==> src/sv/rtk_pkg.sv <==
`default_nettype none

package rtk_pkg;

  // Request codes
  typedef enum logic [2:0] {
    REQ_ADD         = 3'd0,
    REQ_REMOVE      = 3'd1,
    REQ_FIND_FIRST  = 3'd2,
    REQ_FIND_LAST   = 3'd3,
    REQ_FIND_NUMBER = 3'd4,
    REQ_LIST        = 3'd5
  } req_e;

  // Result status codes
  typedef enum logic [1:0] {
    ST_OK        = 2'd0,
    ST_FULL      = 2'd1,
    ST_NOT_FOUND = 2'd2,
    ST_RECORD    = 2'd3
  } status_e;

  localparam int unsigned NameBytes = 19;

  typedef struct packed {
    logic [23:0] c;
    logic [63:0] b;
    logic [63:0] a;
  } name_t;

  typedef struct packed {
    logic signed [31:0] number;
    name_t              first;
    name_t              last;
  } rec_t;

  // Per-cell control from the sequencer
  typedef struct packed {
    logic shift;
    logic load;
  } cell_ctrl_t;

  // Force every byte after the first zero byte to zero
  function automatic name_t clean_name(input name_t n);
    logic [8*NameBytes-1:0] v;
    logic                   ended;
    v     = n;
    ended = 1'b0;
    for (int i = 0; i < NameBytes; i++) begin
      if (ended) begin
        v[8*i +: 8] = 8'h00;
      end else if (v[8*i +: 8] == 8'h00) begin
        ended = 1'b1;
      end
    end
    return name_t'(v);
  endfunction

endpackage

`default_nettype wire

==> src/sv/rtk_cell.sv <==
`default_nettype none

// One table slot: takes its neighbour's record on a shift, or a broadcast
// record on a load (load wins).
module rtk_cell (
  input  wire logic               clk_i,
  input  wire rtk_pkg::cell_ctrl_t ctrl_i,
  input  wire rtk_pkg::rec_t      nbr_i,
  input  wire rtk_pkg::rec_t      load_i,
  output rtk_pkg::rec_t           rec_o
);

  rtk_pkg::rec_t rec_q;
  rtk_pkg::rec_t rec_d;

  always_comb begin
    rec_d = rec_q;
    if (ctrl_i.load) begin
      rec_d = load_i;
    end else if (ctrl_i.shift) begin
      rec_d = nbr_i;
    end
  end

  always_ff @(posedge clk_i) begin
    rec_q <= rec_d;
  end

  assign rec_o = rec_q;

endmodule

`default_nettype wire

==> config.mk <==
export PLATFORM = sky130hd
export DESIGN_NAME = rtk_cell
export DESIGN_NICKNAME = d
export VERILOG_FILES = /design/src/sv/rtk_pkg.sv /design/src/sv/rtk_cell.sv
export SDC_FILE = /design/constraint.sdc
export NUM_CORES = 1
export LEC_CHECK = 0
export ABC_CLOCK_PERIOD_IN_PS = 6950
export BUFFER_PORTS_ARGS = -buffer_cell sky130_fd_sc_hd__buf_4
export CAP_MARGIN = 20
export CORE_AREA = 2 2 395 397
export CTS_CLUSTER_DIAMETER = 150
export CTS_CLUSTER_SIZE = 12
export DETAILED_ROUTE_END_ITERATION = 7
export DIE_AREA = 0 0 397 399
export GPL_TIMING_DRIVEN = 0
export PLACE_DENSITY = 0.3
export RECOVER_POWER = 50
export SLEW_MARGIN = 20
export SYNTH_ARGS = -nofsm -noshare
export SYNTH_HDL_FRONTEND = slang
export SYNTH_SLANG_ARGS = --single-unit
==> constraint.sdc <==
create_clock -name clk_i -period 6.95 [get_ports clk_i]
set_clock_uncertainty 0.05 [all_clocks]
set_input_delay 0.695 -clock clk_i [delete_from_list [all_inputs] [get_ports clk_i]]
set_output_delay 0.695 -clock clk_i [all_outputs]
set_load 0.02 [all_outputs]
==> summary.md, run 1 <==
| Metric | Value |
|---|---|
| HP Class | `input port to flip-flop` |
| Synth area leaders | `edfxtp_1, mux2_4, buf_12` |
| Tightest Pin Transition | `~1500 ps` |
| Synth top area share | `between 60% and 70%` |
| Die Y | `399 um` |
| WHS Path Cells | `2` |
| Post-DR wirelength/cell | `roughly 21 um` |
| Mapped Cells | `about 710` |
| Vias/cell | `roughly 2.8` |
| Post-synthesis cell type count | `6` |
| Fin worst setup slack | `between 2000 and 3000 ps` |
| First-pass GRT wire length | `between 100000 and 150000 um` |
| Most area-hungry cell type in the Yosys netlist | `edfxtp_1` |
| Final GP Congestion | `approximately 0.85` |
| RSZ-0062 raised after global routing | `false` |
| Vias in the first global route | `12165` |
| Fmax | `232 MHz` |
| Ys Warns | `0` |
| TritonCTS Sinks | `around 340` |
| Register area share after synthesis | `~64%` |
| Number of CTS-inserted buffers | `34` |
| Slew HR | `1.96%` |
| WL final | `approximately 80000 um` |
| Core area | `~0.15 sq mm` |
| Io pins | `1011` |
| Power per cell area | `roughly 230 mW/mm^2` |
| Max FFs per register | `336` |
| Die extent in x | `just under 400 um` |
| Post-cts sizing count | `0` |
| Most numerous cell in the Yosys netlist | `edfxtp_1` |
| Post-layout util | `between 10% and 20%` |
| Worst EP arrival | `around 4500 ps` |
| Pleak | `0.00995 uW` |
| Final hold slack | `348 ps` |
| Nets | `2439` |
| Maximum buffer depth of the clock tree | `3` |
| Hold wc startpoint | `nbr_i[70]` |
| Outcome | `finished clean` |
| Final critical-path share of the clock period | `about three fifths` |
| Max-Cap Viols | `0` |
| Crit-path cells | `clkbuf_1, clkbuf_1, clkbuf_1, or2_4, buf_12, buf_16, buf_16, buf_12` |
| CTS tree | `yes` |
| Worst setup EP type | `flip-flop` |
| DP Area | `0.0262 sq mm` |
| Endpoint, Worst Hold | `rec_o[70]` |
| Starting Density | `around a tenth` |
| Max VDD drop | `between 0.1 and 0.15 mV` |
| Crit-path most repeated cell | `clkbuf_1` |
| Tmin final | `~4300 ps` |
| Antenna violations before repair | `15` |
| CP Launch Type | `input port` |
| H-tree depth | `2` |
| Post-Syn Area | `0.0158 sq mm` |
| Fin. Hold Viols | `0` |
| 1st-pass router iterations | `7` |
| Die area | `~0.16 sq mm` |
| FP Rows | `around 140` |
| Synth async-reset ratio | `0%` |
| Syn_nets | `1386` |
| # fillers | `between 15000 and 20000` |
| Clock slew at reported path FFs | `about 70 ps` |
| Delay of the slowest critical-path stage | `approximately 750 ps` |
| Post-synth top flop | `edfxtp_1` |
| Dpl ws | `around 3300 ps` |
| DRT antenna net count | `0` |
| Post-CTS Hold Buffers | `0` |
| Vias | `~11000` |
| Total GRT Usage | `9.35%` |
| FF+latch count, synth | `about 340` |
| Clock root buffer master | `clkbuf_16` |
| Total power | `5660 uW` |
| 1st-iter DRT viols | `450` |
| Total gr overflow | `0` |
| Port buffer count | `1009` |
| Largest net degree at the start of global routing | `between 50 and 60` |
| Required time worst endpoint | `around 7200 ps` |
| Post-DP HPWL | `65600 um` |
| CP max FO | `47` |
| Top cells by count, synth | `edfxtp_1, mux2_4, buf_12` |
| # setup viols final | `0` |
| Share of layout cells above drive strength 1 | `~55%` |
| Number of synthesized flops with an enable pin | `336` |
| Non-Filler Cell Area, Final | `~0.025 sq mm` |
| Synth Area per Inst | `22.3 sq um` |
| DRC Markers | `0` |
| Slew Limit Fails | `0` |
| Slowest CP cell | `clkbuf_1` |
| Total setup buffers inserted after CTS | `0` |
| Setup CP Type | `input port to flip-flop` |
| Area Growth Syn to Fin | `58.0%` |
-- per-layer routing --
metal	share of wire (%)	wire [um]	GRT usage [%]	vias up
li1	-	-	-	4907
met1	36	28800	9.91	5325
met2	53	41700	17.1	552
met3	9.0	7110	3.40	63
met4	2.1	1700	3.01	0
met5	0	0	0	-
-- worst max path at each step --
stage,cells after the start,startpoint,end
after floorplan,4,ctrl_i[0],rec_o[0]
after global placement,4,ctrl_i[0],rec_o[87]
after detailed placement,8,ctrl_i[0],rec_o[8]
after CTS,8,ctrl_i[0],rec_o[97]
after global routing,8,ctrl_i[0],rec_o[97]
final,8,ctrl_i[0],rec_o[4]
-- through the flow --
step	std cells	setup TNS, ps
global route	3818	0
CTS	3812	0
floorplan	711	0
finish	3823	0
global placement	3764	-567890
detailed placement	3772	0
-- area by class of cell --
| cell class | count | area (sq um) | area share [%] |
|---|---|---|---|
| Sequential cell | 336 | 10100 | 40.3 |
| Timing Repair Buffer | 1017 | 7300 | 29.2 |
| Multi-Input combinational cell | 337 | 3930 | 15.7 |
| Tap cell | 2044 | 2560 | 10.2 |
| Clock buffer | 38 | 930 | 3.72 |
| Buffer | 38 | 143 | 0.570 |
| Clock inverter | 2 | 38.8 | 0.155 |
| Antenna cell | 11 | 27.5 | 0.110 |
-- cell families (layout without fill, tap and decap cells) --
family	count (synthesis)	in the layout	synth area share (%)
multiplexers	336	336	31.7
flip-flops	336	336	63.7
buffers and inverters	38	1095	4.53
AND/OR/NAND/NOR	1	1	0.0395
other	0	11	0
-- power by group --
group | internal [uW] | switching [uW]
clock network | 979 | 882
logic | 560 | 664
registers | 2490 | 80.0
total | 4030 | 1630
-- placed cells by master, fill, tap and decap left out --
cell / instances
buf_12: 4
diode_2: 11
edfxtp_1: 336
mux2_2: 5
buf_4: 886
inv_6: 1
bufinv_16: 1
mux2_1: 295
or2_4: 1
clkbuf_1: 162
clkbuf_16: 37
mux2_4: 36
buf_16: 4
-- critical path: cells and delay by family --
| family | cells | cell delay, ps |
|---|---|---|
| buffers and inverters | 7 | 2930 |
| AND/OR/NAND/NOR | 1 | 730 |
No activity file was read; power rests on OpenSTA's default activity.
==> run 2: changes to the inputs <==
- ABC_CLOCK_PERIOD_IN_PS: 6950 -> 4250
- clock period: 6.95 -> 4.25 ns (I/O delays scaled with it)
==> run 2 against run 1 <==
Compared with the run above:
- utilization grew 0.24 points
- flip-flop and latch count stayed put
- highest routed layer is now met5
- hold slack lost 270 ps
- final area is 1.5% higher
- first-iteration DRC count fell by 12%
- sequential share of layout area decreased by 0.58 points
- sequential power increased by 63%
- non-clock buffer count grew 18
- clock-buffer cell count shrank 1
- routed wire length is 6.4% higher
- critical path type unchanged
- setup slack got worse by 1300 ps
==> summary.md, run 2 (synthesized netlist as in run 1, its figures left out) <==
| Metric | Value |
|---|---|
| Met2 usage | `18.6% (+1.5 points)` |
| Tmin final | `roughly 2900 ps` |
| # setup viols final | `0 (unchanged)` |
| Die area | `0.158 sq mm (unchanged)` |
| Number of CTS-inserted buffers | `35 (+2.9%)` |
| Dpl ws | `1070 ps (-2260 ps)` |
| Total gr overflow | `0 (unchanged)` |
| RSZ-0062 raised after global routing | `false` |
| 1st-iter DRT viols | `394 (-12%)` |
| Clock root buffer master | `clkbuf_16` |
| 1st-pass router iterations | `4 (-3)` |
| Vias | `11074 (+2.1%)` |
| Final GP Congestion | `0.865 (+1.4%)` |
| CP max FO | `47 (unchanged)` |
| Antenna violations before repair | `24 (+9)` |
| GRT busiest layer | `met2` |
| Post-cts sizing count | `0 (unchanged)` |
| Grt met1 use | `10.6% (+0.71 points)` |
| Setup CP Type | `input port to flip-flop` |
| Area Growth Syn to Fin | `60.3%` |
| Slew Limit Fails | `0 (unchanged)` |
| FP Rows | `144 (unchanged)` |
| Final hold slack | `76.7 ps (-271 ps)` |
| Final critical-path share of the clock period | `67.8%` |
| Port buffer count | `1009 (unchanged)` |
| Max FFs per register | `336 (unchanged)` |
| Starting Density | `10.3% (unchanged)` |
| Power per cell area | `370 mW/mm^2 (+64%)` |
| Outcome | `finished clean` |
| DRT antenna net count | `0 (unchanged)` |
| Post-DR wirelength/cell | `22.0 um (+6.1%)` |
| Worst EP arrival | `3010 ps (-1520 ps)` |
| WL final | `84400 um (+6.4%)` |
| HP Class | `input port to flip-flop` |
| CP Launch Type | `input port` |
| Total GRT Usage | `9.96% (+0.61 points)` |
| Die Y | `399 um (unchanged)` |
| Setup TNS | `0 ps (unchanged)` |
| Required time worst endpoint | `4380 ps (-2790 ps)` |
| Most common cell after layout, fill and taps aside | `buf_4` |
| Vias/cell | `2.89 (+1.8%)` |
| Nets | `2458 (+0.78%)` |
| Pleak | `0.0102 uW (+2.7%)` |
| DRC Markers | `0 (unchanged)` |
| CTS tree | `yes` |
| Maximum buffer depth of the clock tree | `3 (unchanged)` |
| Max-Cap Viols | `0 (unchanged)` |
| TritonCTS Sinks | `336 (unchanged)` |
| Endpoint, Worst Hold | `rec_o[296]` |
| First-pass GRT wire length | `107000 um (+5.5%)` |
| Hold wc startpoint | `nbr_i[296]` |
| Max VDD drop | `0.201 mV (+60%)` |
| Tightest Pin Transition | `1420 ps (-46.0 ps)` |
| Worst setup EP type | `flip-flop` |
| Fin worst setup slack | `1370 ps (-1270 ps)` |
| Largest net degree at the start of global routing | `48 (-5.9%)` |
| Die extent in x | `397 um (unchanged)` |
| Fmax | `between 300 and 400 MHz` |
| Vias in the first global route | `12260 (+0.78%)` |
| Slew HR | `5.02% (+3.1 points)` |
| Share of layout cells above drive strength 1 | `57.7% (+2.5 points)` |
| Met3 usage | `3.22% (-0.19 points)` |
| Fin. Hold Viols | `0 (unchanged)` |
| Total power | `9400 uW (+66%)` |
| Core area | `0.154 sq mm (unchanged)` |
| Io pins | `1011 (unchanged)` |
| Clock slew at reported path FFs | `70 ps (about the same)` |
| H-tree depth | `2 (unchanged)` |
| Post-DP HPWL | `70000 um (+6.6%)` |
| WHS Path Cells | `2 (unchanged)` |
| Commonest non-fill, non-tap cells in the layout | `buf_4, edfxtp_1, mux2_1, clkbuf_1, clkbuf_16` |
==> run 2: changes by cell type in the layout (fill, tap and decap cells not counted), sizes merged <==
| cell | before | now |
|---|---|---|
| dlygate4sd3 | 0 | 18 |
| diode | 11 | 4 |
| clkinvlp | 0 | 1 |
| inv | 1 | 2 |
| buf | 894 | 946 |
| clkbuf | 199 | 146 |
==> run 2: worst max-delay path by stage <==
| stage | from | to | slack [ps] |
|---|---|---|---|
| finish | ctrl_i[0] | rec_o[142] | 1370 |
| global route | ctrl_i[0] | rec_o[197] | 1160 |
| CTS | ctrl_i[0] | rec_o[75] | 1750 |
| detailed placement | ctrl_i[0] | rec_o[74] | 1070 |
| global placement | ctrl_i[0] | rec_o[81] | -1480 |
| floorplan | ctrl_i[0] | rec_o[0] | 450 |
==> run 2: final cells by class <==
type / count / area [sq um]
clock inverter: 4 / 55.1
antenna: 4 / 10.0
tap: 2044 / 2560
multi-input combinational: 337 / 3930
clock buffer: 37 / 926
sequential: 336 / 10100
buffer: 38 / 158
timing repair buffer: 1035 / 7660
fill: 17214 / 128000
==> run 2: through the flow <==
| step | cell area, sq um | utilization [%] | std cells |
|---|---|---|---|
| 6_report | 25400 | 16.5 | 3835 |
| 5_1_grt | 25400 | 16.5 | 3833 |
| 4_1_cts | 27300 | 17.8 | 3831 |
| 3_5_place_dp | 26200 | 17.0 | 3772 |
| 3_3_place_gp | 26000 | 16.9 | 3764 |
| 2_1_floorplan | 15800 | - | 711 |
==> run 2: power by group <==
part           switching [uW]  leakage (uW)  internal (uW)
Combinational            1140       0.00631            976
Sequential                127       0.00342           4070
Clock                    1480      0.000479           1610
==> run 2: critical path: stages <==
cell and delay [ps]:
buf_6 90, clkbuf_1 600, buf_6 250, or2_4 440, clkbuf_2 1100
==> run 2: timing repair <==
action,4_1_cts,5_1_grt
hold buffers,18,0
setup buffers,0,0
setup endpoints to repair,0,0
hold endpoints to repair,11,0
==> run 2: metal layers <==
layer	vias to the layer above	wire length [um]	part of all wire, %
met5	-	13	0.015
met4	2	1870	2.2
met3	77	7110	8.4
met2	565	45000	53
met1	5487	30400	36
li1	4943	-	-
